===== src/rtl/ipv4hv_pkg.sv =====
package ipv4hv_pkg;

    // Octet positions of the fixed IPv4 header fields
    localparam logic [15:0] POS_VER_IHL    = 16'd0;
    localparam logic [15:0] POS_TOS        = 16'd1;
    localparam logic [15:0] POS_LEN_HI     = 16'd2;
    localparam logic [15:0] POS_LEN_LO     = 16'd3;
    localparam logic [15:0] POS_ID_HI      = 16'd4;
    localparam logic [15:0] POS_ID_LO      = 16'd5;
    localparam logic [15:0] POS_FLAGS_HI   = 16'd6;
    localparam logic [15:0] POS_FLAGS_LO   = 16'd7;
    localparam logic [15:0] POS_TTL        = 16'd8;
    localparam logic [15:0] POS_PROTO      = 16'd9;
    localparam logic [15:0] POS_SRC_FIRST  = 16'd12;
    localparam logic [15:0] POS_SRC_LAST   = 16'd15;
    localparam logic [15:0] POS_DST_FIRST  = 16'd16;
    localparam logic [15:0] POS_DST_LAST   = 16'd19;

    localparam logic [15:0] MIN_HDR_OCTETS = 16'd20;
    localparam logic [15:0] LEN_FIELD_END  = 16'd4;
    localparam logic [15:0] COUNT_MAX      = 16'hFFFF;
    localparam logic [15:0] SUM_GOOD       = 16'hFFFF;
    localparam logic [3:0]  IPV4_VERSION   = 4'd4;
    localparam logic [3:0]  IHL_MIN        = 4'd5;

    // One octet request
    typedef struct packed {
        logic [7:0] octet;
        logic       last_octet;
    } t_in_req;

    // One verification result
    typedef struct packed {
        logic        header_ok;
        logic [5:0]  header_octets;
        logic [15:0] total_length;
        logic [15:0] payload_length;
        logic [7:0]  protocol_number;
        logic [7:0]  time_to_live;
        logic [7:0]  service_type;
        logic [15:0] identification;
        logic [15:0] flags_and_offset;
        logic [31:0] source_address;
        logic [31:0] dest_address;
        logic        is_fragment;
    } t_result;

    // 16-bit ones' complement add with end-around carry
    function automatic logic [15:0] ones_add(input logic [15:0] a, input logic [15:0] b);
        logic [16:0] s;
        logic [16:0] f;
        begin
            s = {1'b0, a} + {1'b0, b};
            f = {1'b0, s[15:0]} + {16'd0, s[16]};
            ones_add = f[15:0];
        end
    endfunction

endpackage


===== src/rtl/ipv4hv_in_stage.sv =====
module ipv4hv_in_stage
    import ipv4hv_pkg::*;
(
    input  logic    i_clk,
    input  logic    i_rst_n,
    input  logic    i_in_valid,
    output logic    o_in_ready,
    input  t_in_req i_in_data,
    input  logic    i_out_free,
    output logic    o_fire,
    output t_in_req o_req
);

    logic    r_valid;
    logic    n_valid;
    t_in_req r_req;

    // A last octet needs room in the result register; others always move on
    assign o_fire     = r_valid && (!r_req.last_octet || i_out_free);
    assign o_in_ready = !r_valid || o_fire;
    assign o_req      = r_req;

    always_comb begin
        n_valid = r_valid;
        if (o_in_ready) begin
            n_valid = i_in_valid;
        end
    end

    always_ff @(posedge i_clk) begin
        if (!i_rst_n) begin
            r_valid <= 1'b0;
        end else begin
            r_valid <= n_valid;
        end
    end

    // Payload register, loaded on every accepted request
    always_ff @(posedge i_clk) begin
        if (i_in_valid && o_in_ready) begin
            r_req <= i_in_data;
        end
    end

endmodule


===== src/rtl/ipv4hv_parse.sv =====
module ipv4hv_parse
    import ipv4hv_pkg::*;
(
    input  logic    i_clk,
    input  logic    i_rst_n,
    input  logic    i_fire,
    input  t_in_req i_req,
    output logic    o_res_valid,
    output t_result o_res
);

    logic [15:0] r_count;
    logic [15:0] r_sum;
    logic [7:0]  r_pend;
    logic [7:0]  r_vi;
    logic [7:0]  r_tos;
    logic [15:0] r_len;
    logic [15:0] r_id;
    logic [15:0] r_flags;
    logic [7:0]  r_ttl;
    logic [7:0]  r_proto;
    logic [31:0] r_src;
    logic [31:0] r_dst;

    logic [15:0] n_count;
    logic [15:0] n_sum;
    logic [7:0]  n_pend;
    logic [7:0]  n_vi;
    logic [7:0]  n_tos;
    logic [15:0] n_len;
    logic [15:0] n_id;
    logic [15:0] n_flags;
    logic [7:0]  n_ttl;
    logic [7:0]  n_proto;
    logic [31:0] n_src;
    logic [31:0] n_dst;

    logic [5:0]  hdr_octets;
    logic        in_hdr;
    logic [15:0] total;
    logic        ok;

    // Field capture by octet position
    always_comb begin
        n_vi    = r_vi;
        n_tos   = r_tos;
        n_len   = r_len;
        n_id    = r_id;
        n_flags = r_flags;
        n_ttl   = r_ttl;
        n_proto = r_proto;
        n_src   = r_src;
        n_dst   = r_dst;
        case (r_count)
            POS_VER_IHL:  n_vi         = i_req.octet;
            POS_TOS:      n_tos        = i_req.octet;
            POS_LEN_HI:   n_len[15:8]  = i_req.octet;
            POS_LEN_LO:   n_len[7:0]   = i_req.octet;
            POS_ID_HI:    n_id[15:8]   = i_req.octet;
            POS_ID_LO:    n_id[7:0]    = i_req.octet;
            POS_FLAGS_HI: n_flags[15:8] = i_req.octet;
            POS_FLAGS_LO: n_flags[7:0] = i_req.octet;
            POS_TTL:      n_ttl        = i_req.octet;
            POS_PROTO:    n_proto      = i_req.octet;
            default: begin
                // big-endian: the first octet of an address lands in the top byte
                if (r_count inside {[POS_SRC_FIRST:POS_SRC_LAST]}) begin
                    n_src[{~r_count[1:0], 3'b000} +: 8] = i_req.octet;
                end else if (r_count inside {[POS_DST_FIRST:POS_DST_LAST]}) begin
                    n_dst[{~r_count[1:0], 3'b000} +: 8] = i_req.octet;
                end
            end
        endcase
    end

    // Header sum over IHL*4 octets; IHL comes from this octet on the first one
    assign hdr_octets = {n_vi[3:0], 2'b00};
    assign in_hdr     = r_count < {10'd0, hdr_octets};

    always_comb begin
        n_pend = r_pend;
        n_sum  = r_sum;
        if (in_hdr) begin
            if (!r_count[0]) begin
                n_pend = i_req.octet;
            end else begin
                n_sum = ones_add(r_sum, {r_pend, i_req.octet});
            end
        end
        n_count = (r_count == COUNT_MAX) ? r_count : r_count + 16'd1;
    end

    // Checks and result fields, from the state after this octet
    assign total = (n_count >= LEN_FIELD_END) ? n_len : 16'd0;
    assign ok    = (n_count >= MIN_HDR_OCTETS) && (n_vi[7:4] == IPV4_VERSION)
                && (n_vi[3:0] >= IHL_MIN) && ({10'd0, hdr_octets} <= n_count)
                && (total >= {10'd0, hdr_octets}) && (total <= n_count)
                && (n_sum == SUM_GOOD);

    assign o_res_valid = i_fire && i_req.last_octet;

    always_comb begin
        o_res.header_ok        = ok;
        o_res.header_octets    = hdr_octets;
        o_res.total_length     = total;
        o_res.payload_length   = ok ? (total - {10'd0, hdr_octets}) : 16'd0;
        o_res.protocol_number  = n_proto;
        o_res.time_to_live     = n_ttl;
        o_res.service_type     = n_tos;
        o_res.identification   = n_id;
        o_res.flags_and_offset = n_flags;
        o_res.source_address   = n_src;
        o_res.dest_address     = n_dst;
        o_res.is_fragment      = |n_flags[13:0];
    end

    // Datagram state; cleared by reset and after each last octet
    always_ff @(posedge i_clk) begin
        if (!i_rst_n || o_res_valid) begin
            r_count <= '0;
            r_sum   <= '0;
            r_pend  <= '0;
            r_vi    <= '0;
            r_tos   <= '0;
            r_len   <= '0;
            r_id    <= '0;
            r_flags <= '0;
            r_ttl   <= '0;
            r_proto <= '0;
            r_src   <= '0;
            r_dst   <= '0;
        end else if (i_fire) begin
            r_count <= n_count;
            r_sum   <= n_sum;
            r_pend  <= n_pend;
            r_vi    <= n_vi;
            r_tos   <= n_tos;
            r_len   <= n_len;
            r_id    <= n_id;
            r_flags <= n_flags;
            r_ttl   <= n_ttl;
            r_proto <= n_proto;
            r_src   <= n_src;
            r_dst   <= n_dst;
        end
    end

endmodule


===== src/rtl/ipv4hv_out_stage.sv =====
module ipv4hv_out_stage
    import ipv4hv_pkg::*;
(
    input  logic    i_clk,
    input  logic    i_rst_n,
    input  logic    i_load,
    input  t_result i_res,
    output logic    o_free,
    output logic    o_out_valid,
    input  logic    i_out_ready,
    output t_result o_out_data
);

    logic    r_valid;
    logic    n_valid;
    t_result r_res;

    assign o_free      = !r_valid || i_out_ready;
    assign o_out_valid = r_valid;
    assign o_out_data  = r_res;

    // Result register occupancy
    always_comb begin
        n_valid = r_valid;
        if (i_load) begin
            n_valid = 1'b1;
        end else if (i_out_ready) begin
            n_valid = 1'b0;
        end
    end

    always_ff @(posedge i_clk) begin
        if (!i_rst_n) begin
            r_valid <= 1'b0;
        end else begin
            r_valid <= n_valid;
        end
    end

    always_ff @(posedge i_clk) begin
        if (i_load) begin
            r_res <= i_res;
        end
    end

endmodule


===== src/rtl/ipv4_header_verifier.sv =====
// IPv4 header verifier: takes a datagram one octet per request, the final
// readable octet flagged by last_octet, and gives one result request per
// datagram with the pass/fail verdict (version 4, IHL 5..15, at least 20
// octets, header and Total Length within the octets read, Total Length
// covering the header, ones' complement header sum of 0xFFFF) and the decoded
// fixed header fields. One octet is accepted every clock. An octet is held in
// the input register, then the parse stage updates the running count,
// header sum and field captures; on the last octet the result is written to
// the output register, from which it is offered to the receiver. Input stalls
// only when a last octet meets a result still waiting in the output register.
module ipv4_header_verifier
    import ipv4hv_pkg::*;
(
    input  logic    i_clk,
    input  logic    i_rst_n,
    input  logic    i_in_valid,
    output logic    o_in_ready,
    input  t_in_req i_in_data,
    output logic    o_out_valid,
    input  logic    i_out_ready,
    output t_result o_out_data
);

    logic    out_free;
    logic    fire;
    t_in_req req;
    logic    res_valid;
    t_result res;

    ipv4hv_in_stage u_in (
        .i_clk      (i_clk),
        .i_rst_n    (i_rst_n),
        .i_in_valid (i_in_valid),
        .o_in_ready (o_in_ready),
        .i_in_data  (i_in_data),
        .i_out_free (out_free),
        .o_fire     (fire),
        .o_req      (req)
    );

    ipv4hv_parse u_parse (
        .i_clk       (i_clk),
        .i_rst_n     (i_rst_n),
        .i_fire      (fire),
        .i_req       (req),
        .o_res_valid (res_valid),
        .o_res       (res)
    );

    ipv4hv_out_stage u_out (
        .i_clk       (i_clk),
        .i_rst_n     (i_rst_n),
        .i_load      (res_valid),
        .i_res       (res),
        .o_free      (out_free),
        .o_out_valid (o_out_valid),
        .i_out_ready (i_out_ready),
        .o_out_data  (o_out_data)
    );

endmodule


===== config.mk =====
export PLATFORM = sky130hd
export DESIGN_NAME = ipv4_header_verifier
export DESIGN_NICKNAME = d
export VERILOG_FILES = /design/src/rtl/ipv4hv_pkg.sv /design/src/rtl/ipv4hv_in_stage.sv /design/src/rtl/ipv4hv_parse.sv /design/src/rtl/ipv4hv_out_stage.sv /design/src/rtl/ipv4_header_verifier.sv
export SDC_FILE = /design/constraint.sdc
export NUM_CORES = 1
export LEC_CHECK = 0
export BUFFER_PORTS_ARGS = -buffer_cell sky130_fd_sc_hd__buf_4
export CAP_MARGIN = 20
export CORE_UTILIZATION = 35
export CTS_BUF_LIST = sky130_fd_sc_hd__clkbuf_2 sky130_fd_sc_hd__clkbuf_4 sky130_fd_sc_hd__clkbuf_8
export DETAILED_ROUTE_END_ITERATION = 10
export GPL_ROUTABILITY_DRIVEN = 0
export HOLD_SLACK_MARGIN = 0.12
export MAX_ROUTING_LAYER = met4
export PLACE_DENSITY_LB_ADDON = 0.25
export SYNTH_ARGS = -nofsm -noshare
export SYNTH_HDL_FRONTEND = slang
export SYNTH_HIERARCHICAL = 1
export SYNTH_SLANG_ARGS = --single-unit
export TNS_END_PERCENT = 5

===== constraint.sdc =====
create_clock -name i_clk -period 6.3 [get_ports i_clk]
set_clock_uncertainty 0.1 [all_clocks]
set_input_delay 0.945 -clock i_clk [delete_from_list [all_inputs] [get_ports i_clk]]
set_output_delay 0.945 -clock i_clk [all_outputs]
set_load 0.01 [all_outputs]

==> metrics list, run 1 <==
- In this run the worst setup path terminates at u_out/o_out_data[135].
- The total overflow left after global routing is 0.
- For the worst setup path, the data required time is 6.62 ns.
- After clock tree synthesis, the clock-pin slew on the worst setup and hold paths is 0.07 ns.
- Die Ht: 222 µm
- Initial core utilization: 35.5%
- Pin count of the biggest net entering global routing: 185
- At the pin with the least slew margin, the transition time is 1.05 ns.
* Sort of element at the start of the critical path: flip-flop
* Fraction of synthesis flops using an asynchronous set or reset pin: 0%
- The max-slew violation count is 0.
- The clock drives 355 sinks.
* Syn_area_per_cell: 9.84 µm²
* Worst-case hold slack: 0.346 ns
- Across the run, the number of max-cap violations was 0.
- Endpoint of the most critical register-to-register path: u_out/o_out_data[135]
- The filler cells instantiated in the layout total 4,628.
- Most frequent cells in the layout: 282 x nand2_1, 202 x buf_4, 186 x dfxtp_1, 186 x nor2_1, 169 x edfxtp_1
- The final-report hold violation count is 0.
- Slowest cell on crit path: dfxtp_1
- Arrival time at the worst endpoint: 6.16 ns
- Category of the worst setup path capture point: flip-flop
- Setup repair after global routing left no endpoint under its margin.
* Dominant cell type by area after synthesis: edfxtp_1
- DP HPWL: 30,300 µm
* Io pins: 175
- Worst-case clock buffer depth: 3
- Die width: 222 µm
- The design draws 5.31 mW.
* Overall die area: 0.0494 mm²
- The number of antenna violations at the first check in global routing came to 0.
- Main flop type after synthesis: dfxtp_1
- Clock root cell: clkbuf_8
* Minimum setup slack among reg-to-reg paths: 0.45 ns
- Critical-path maximum fanout: 17
* Worst setup path category: flip-flop to flip-flop
- The first global-routing pass estimated 73,100 µm of wire.
- From synthesis to final layout, the design area changed by 18.6%.
* Buffers added on ports: 174
- Based on the critical path, the design can be clocked at up to 171 MHz.
- Final Net Count: 1,938
- Final setup TNS: 0 ns
- H-tree depth: 2
- Insertion delay of the later-clocked pin in the worst-skew pair: 0.67 ns
* Number of distinct library cells after synthesis: 93
- In this run the remaining antenna-violating nets after routing total 0.
- Placement Rows: 80
* Count of cells along the worst hold path: 1
- EDFF count, synth: 169
- The via count of the first global-routing pass came to 12,700.
* Worst R2R Path Depth: 17
- Count of buffers added by post-CTS timing repair for setup: 0
- Power spread over the standard cell area amounts to 264 mW/mm².
- Top post-synthesis cells by area: edfxtp_1 30%, dfxtp_1 22%, nand2_1 6.2%, mux2i_1 4.9%, nor2_1 4.1%
- The finished layout holds 2,544 standard cells, fillers aside.
- Router iterations before antenna repair: 5
- Worst setup slack after layout: 0.453 ns
- After detailed routing, the total wire length is 47,300 µm.
* Worst slack after detailed placement: 0.252 ns
- The tightest min-delay check is of the input port to flip-flop type.
* Number of buffer and inverter stages on the critical path: 1
* Number of cells on the critical path: 17
- The number of placed instances, taps included, is 2,425.
- In the final routed layout, each cell accounts on average for 18.6 µm.
* Vias post-DR: 13,300
* Post-synthesis cell count: 1,725
- Cell family with most CP delay: simple AND/OR/NAND/NOR gates
- Global routing used 19.5% of the available tracks.
* Number of buffers added to fix hold violations after cts: 0
- In this run the cell area of the synthesized design comes to 0.0170 mm².
* Worst setup path startpoint: u_parse/r_count[3]
* Share of post-route cells with drive strength above 1: 21.0%
- TritonCTS clock tree: built
* Final design area excluding fillers: 0.0201 mm²
- The worst pin sits at a relative slew slack of 29.8%.
- Post-synth top area share: 29.9%
- Most common cell after layout, fill and taps aside: nand2_1
- For this run, the share of the core covered by cells in the final layout is 42.1%.
* Final period utilization: 92.8%
- Period minus WS final: 5.85 ns
* Post-DR vias/cell: 5.24
- In this design, the stage delay of the slowest critical-path cell is 0.62 ns.
- In this run the cell area measured after placement is 0.0188 mm².
* Status: finished, final reports clean
- Fraction of the yosys area taken by sequential cells: 51.8%
* Number of warnings printed during yosys synthesis: 6
- The detailed router finished its first iteration with 1,107 violations.
* Register bit count reported by yosys: 355
- Setup violations remaining at the end of the flow were counted as 0.
* Number of CTS-inserted buffers: 61
* Post-detailed-route DRC marker count: 0
- Crit-path cells: nand3_1 -> nor3_4 -> nand4_1 -> a2111oi_0 -> and4_2 -> buf_4 -> a21oi_1 -> ha_1 -> nand2_1 -> nor3_1 -> nand3_1 -> a211o_2 -> a211oi_1 -> o211ai_2 -> a211oi_2 -> nand4_4 -> a2111oi_0
* Core Region: 0.0478 mm²
- Maximum vdd ir drop: 0.000137 V
- Static Leakage: 7.75 nW
- FF-to-FF Start: u_parse/r_count[3]
layer usage:
| metal | vias up | wire [µm] | track usage, % |
|---|---|---|---|
| li1 | 6453 | - | - |
| met1 | 6411 | 21300 | 25.0 |
| met2 | 368 | 22300 | 30.9 |
| met3 | 95 | 2440 | 3.23 |
| met4 | 0 | 1290 | 6.94 |
| met5 | - | 0 | - |
logic make-up (layout without fill, tap and decap cells):
group           after synthesis  after routing  share of synthesized area (%)
compound gates              313            313                           11.4
xor+xnor                     46             46                           2.37
fa+ha+maj                    51             51                           3.83
buf+inv                     154            356                           4.12
flops                       355            355                           51.8
mux                         124            124                           7.63
other cells                   1              3                         0.0221
simple gates                681            681                           18.8
worst min path at each step:
stage | start | endpoint | slack (ns)
after floorplan | u_parse/r_len[4] | u_parse/r_len[4] | 0.33
after global placement | u_parse/r_dst[8] | u_parse/r_dst[8] | 0.34
after detailed placement | u_parse/r_src[12] | u_parse/r_src[12] | 0.36
after CTS | i_in_data[7] | u_in/o_req[7] | 0.29
after global routing | i_in_data[7] | u_in/o_req[7] | 0.31
final | i_in_data[7] | u_in/o_req[7] | 0.35
layout make-up:
| class | instances | area [µm²] | share of cell area (%) |
|---|---|---|---|
| multi-input cells | 1217 | 7520 | 37.4 |
| repair buffers | 205 | 1570 | 7.79 |
| flip-flops and latches | 355 | 8800 | 43.7 |
| clock inverters | 24 | 225 | 1.12 |
| clock buffers | 92 | 1120 | 5.54 |
| well taps | 615 | 769 | 3.82 |
| diodes | 1 | 2.50 | 0.0124 |
| inverters | 35 | 131 | 0.652 |
synth_stat cells, types with 14 or more instances:
cell type and number:
a211oi_1 36, a21o_1 14, a21oi_1 97, and3_1 21
clkbuf_1 86, dfxtp_1 186, edfxtp_1 169, ha_1 48
inv_1 34, mux2_2 40, mux2i_1 83, nand2_1 282
nand3_1 38, nand4_1 20, nor2_1 186, nor3_1 45
o21ai_0 101, xnor2_1 27, xor2_1 19
power breakdown:
part | leakage (nW) | switching, mW | internal [mW]
logic | 3.94 | 0.339 | 0.187
clock network | 0.717 | 0.978 | 1.30
registers | 3.09 | 0.0317 | 2.47
total | 7.75 | 1.35 | 3.96
flip-flops by register name (all words and copies together) (netlist names):
signal,cells
u_parse/r_count,16
u_parse/r_tos,8
u_parse/r_proto,8
u_parse/r_pend,8
u_parse/r_ttl,8
u_in/r_valid,1
u_parse/r_src,32
u_out/o_out_valid,1
u_parse/r_vi,8
u_parse/r_dst,32
u_out/o_out_data,160
u_parse/r_id,16
u_in/o_req,9
u_parse/r_sum,16
u_parse/r_flags,16
u_parse/r_len,16
what timing repair did:
| item | CTS | global route |
|---|---|---|
| endpoints found under the hold margin | 0 | 0 |
| gates resized for setup | 0 | 2 |
| endpoints found under the setup margin | 0 | 4 |
(Power assumes the default switching activity.)
==> run 2: changes to the inputs <==
clock period = 5.1 ns   (was 6.3 ns; I/O delays follow)
==> run 2 against run 1 <==
Net effect: sequential share of layout area decreased by 1.4 points; non-clock buffer count increased by 70; maximum frequency increased by 17%; sequential power increased by 24%; core utilization increased by 1.4 points; setup slack got worse by 0.35 ns; critical path type unchanged; largest power group unchanged.
==> metrics list, run 2 (synthesis gave the netlist of run 1 again) <==
- Number of sinks on the clock net: 355 (unchanged)
- Footprint of the flip-flops and latches: 0.00880 mm² (about the same)
- The level count of the clock H-tree is 3 (+1).
* Critical-path maximum fanout: 11 (-6)
- The final global-route overflow total came to 0 (unchanged).
* Multi-input logic area: 0.00762 mm² (+1.2%)
- Arrival time at the worst endpoint: 5.35 ns (-0.81 ns)
- Clock network fraction of design power: 42.3% (-0.6 points)
- Most frequent cells in the layout: 282 x nand2_1, 267 x buf_4, 185 x nor2_1
- Io pins: 175 (unchanged)
- The final clock period utilization by the worst path came to 97.9% (+5.1 points).
- Buffers added on ports: 174 (unchanged)
* Global-route usage over all layers: 19.9% (+0.44 points)
* Slowest cell on crit path: a2111oi_0
* Die Ht: 222 µm (unchanged)
- Sequential share of power: 47.1% (about the same)
- Maximum vdd ir drop: 0.000139 V (+1.3%)
* Worst setup slack after layout: 0.105 ns (-0.349 ns)
* Final core area utilization: 43.5% (+1.4 points)
- Least-Margin Pin Slew: 1.17 ns (+0.112 ns)
* DP HPWL: 31,300 µm (+3.5%)
- The fraction of power spent switching nets is 25.5% (+0.11 points).
- Worst setup path category: flip-flop to flip-flop
- Initial core utilization: 35.5% (unchanged)
- The number of flip-flops under the largest register name is 160 (unchanged).
- The library cell used most frequently in the layout, excluding fill and tap cells, is nand2_1.
- The global-route wire length before repair was 74,200 µm (+1.6%).
- The run finished with clean final reports.
* Top achievable clock speed: 200 MHz (+17%)
- Number of max-slew violations in the final report: 0 (unchanged)
- Die width: 222 µm (unchanged)
* Antenna violation net count after detailed routing: 0 (unchanged)
- The total iterations of the first detailed-routing run was 5 (unchanged).
- Max-cap violations: 0 (unchanged)
- The proportion of layout cells with a drive suffix above 1 was 24.7% (+3.7 points).
- Cell family with most CP delay: simple AND/OR/NAND/NOR gates
- The via count normalized by instance count is 5.19 (-1.0%).
- The minimum clock period was 5.00 ns (-0.851 ns).
* Number of buffers added to fix hold violations after cts: 0 (unchanged)
- In this design, the critical path's most frequently occurring cell is buf_4.
- Cell total after placement: 2,494 (+2.8%)
* Vias post-DR: 13,600 (+2.0%)
- The average detailed-routed wire length per instance came to 18.5 µm (-0.65%).
- Sort of element at the start of the critical path: flip-flop
- The delay of the slowest cell on the worst path came to 0.57 ns (-0.05 ns).
- The cell sitting at the root of the clock tree is a clkbuf_8.
- STA classifies the critical path endpoint as a flip-flop.
- The site row count came to 80 (unchanged).
- Violation count after the first detailed-routing iteration: 1,160 (+4.8%)
- Worst-case hold slack: 0.213 ns (-0.133 ns)
- The number of antenna violations at the first check in global routing was 1 (+1).
- Number of buffer and inverter stages on the critical path: 4 (+3)
- Psw: 1.68 mW (+24%)
- Worst slack after detailed placement: -0.0144 ns (-0.266 ns)
- The internal power consumption is 4.89 mW (+24%).
* Static Leakage: 8.14 nW (+5.1%)
- The maximum number of pins on one net before global-route repair was 173 (-6.5%).
- The final-report hold violation count came to 0 (unchanged).
- Fin cells: 2,620 (+3.0%)
- The path class of the tightest hold or removal check is input port to flip-flop.
* Core Region: 0.0478 mm² (unchanged)
- Worst-case clock buffer depth: 3 (unchanged)
- Post-detailed-route DRC marker count: 0 (unchanged)
- Count of final setup violators: 0 (unchanged)
* Fill cells: 4,630 (+0.043%)
- Overall die area: 0.0494 mm² (unchanged)
* TritonCTS clock tree: built
* Via count of the first global-routing pass: 13,100 (+3.0%)
- Worst EP required: 5.45 ns (-1.17 ns)
- Clock transition at the registers of the reported paths: 0.06 ns (about the same)
* Final setup TNS: 0 ns (unchanged)
- Gate power share: 10.7% (+0.8 points)
- DRT Wirelength: 48,400 µm (+2.3%)
* Slew headroom: 22.3% (-7.5 points)
- The later-pin clock latency in the skew report was 0.63 ns (-0.04 ns).
- Compared with the post-synthesis result, the final layout area differs by 22.6%.
* Final Net Count: 2,014 (+3.9%)
- The power density over the cells is 316 mW/mm² (+20%).
- Crit-path cells: buf_4 -> clkinv_1 -> ha_1 -> or4b_4 -> nor4_4 -> buf_4 -> mux2i_1 -> ha_1 -> a21oi_1 -> nor2b_1 -> a2111oi_0 -> and3_2 -> mux2_4 -> o211ai_2 -> a211oi_4 -> nand4_2 -> buf_4 -> nor4b_4
- The number of buffers added by the clock tree synthesis step was 66 (+8.2%).
==> run 2: final timing paths <==
| kind | start | to | slack, ns | cells after the start |
|---|---|---|---|---|
| setup / recovery | u_parse/r_count[0] | u_out/o_out_data[133] | 0.10 | 18 |
| hold / removal | i_in_data[8] | u_in/o_req[8] | 0.21 | 1 |
| setup reg to reg | u_parse/r_count[0] | u_out/o_out_data[133] | 0.10 | 18 |
| hold reg to reg | u_parse/r_len[5] | u_parse/r_len[5] | 0.35 | 2 |
==> run 2: layer usage <==
metal | share of wire (%) | global-route usage [%]
met5 | 0 | -
met4 | 2.6 | 7.89
met3 | 5.4 | 3.72
met2 | 47 | 31.1
met1 | 45 | 25.4
==> run 2: timing repair <==
action | in CTS | in global routing
endpoints found under the setup margin | 10 | 17
pin swaps | 0 | 4
gates resized for setup | 3 | 23
gates cloned | 0 | 1
buffers inserted | 0 | 2
==> run 2: final cells by class <==
cell class	count	share of cell area, %
inverters	35	0.631
well taps	615	3.70
multi-input cells	1218	36.6
clock buffers	102	5.84
repair buffers	275	10.3
flip-flops and latches	355	42.3
clock inverters	19	0.595
diodes	1	0.0120
==> run 2: per-stage QoR <==
stage,cell area [µm²],total power [mW]
floorplan,17000,3.57
global placement,19300,3.83
detailed placement,19300,3.84
CTS,20700,6.67
global route,20800,6.85
finish,20800,6.57
==> run 2: power groups by stage <==
stage                     Sequential (mW)  Combinational [mW]  Clock, mW
after floorplan                      3.16               0.412          0
after global placement               3.15               0.684          0
after detailed placement             3.15               0.692          0
after CTS                            3.09               0.694       2.88
after global routing                 3.10               0.764       2.99
final                                3.09               0.702       2.78
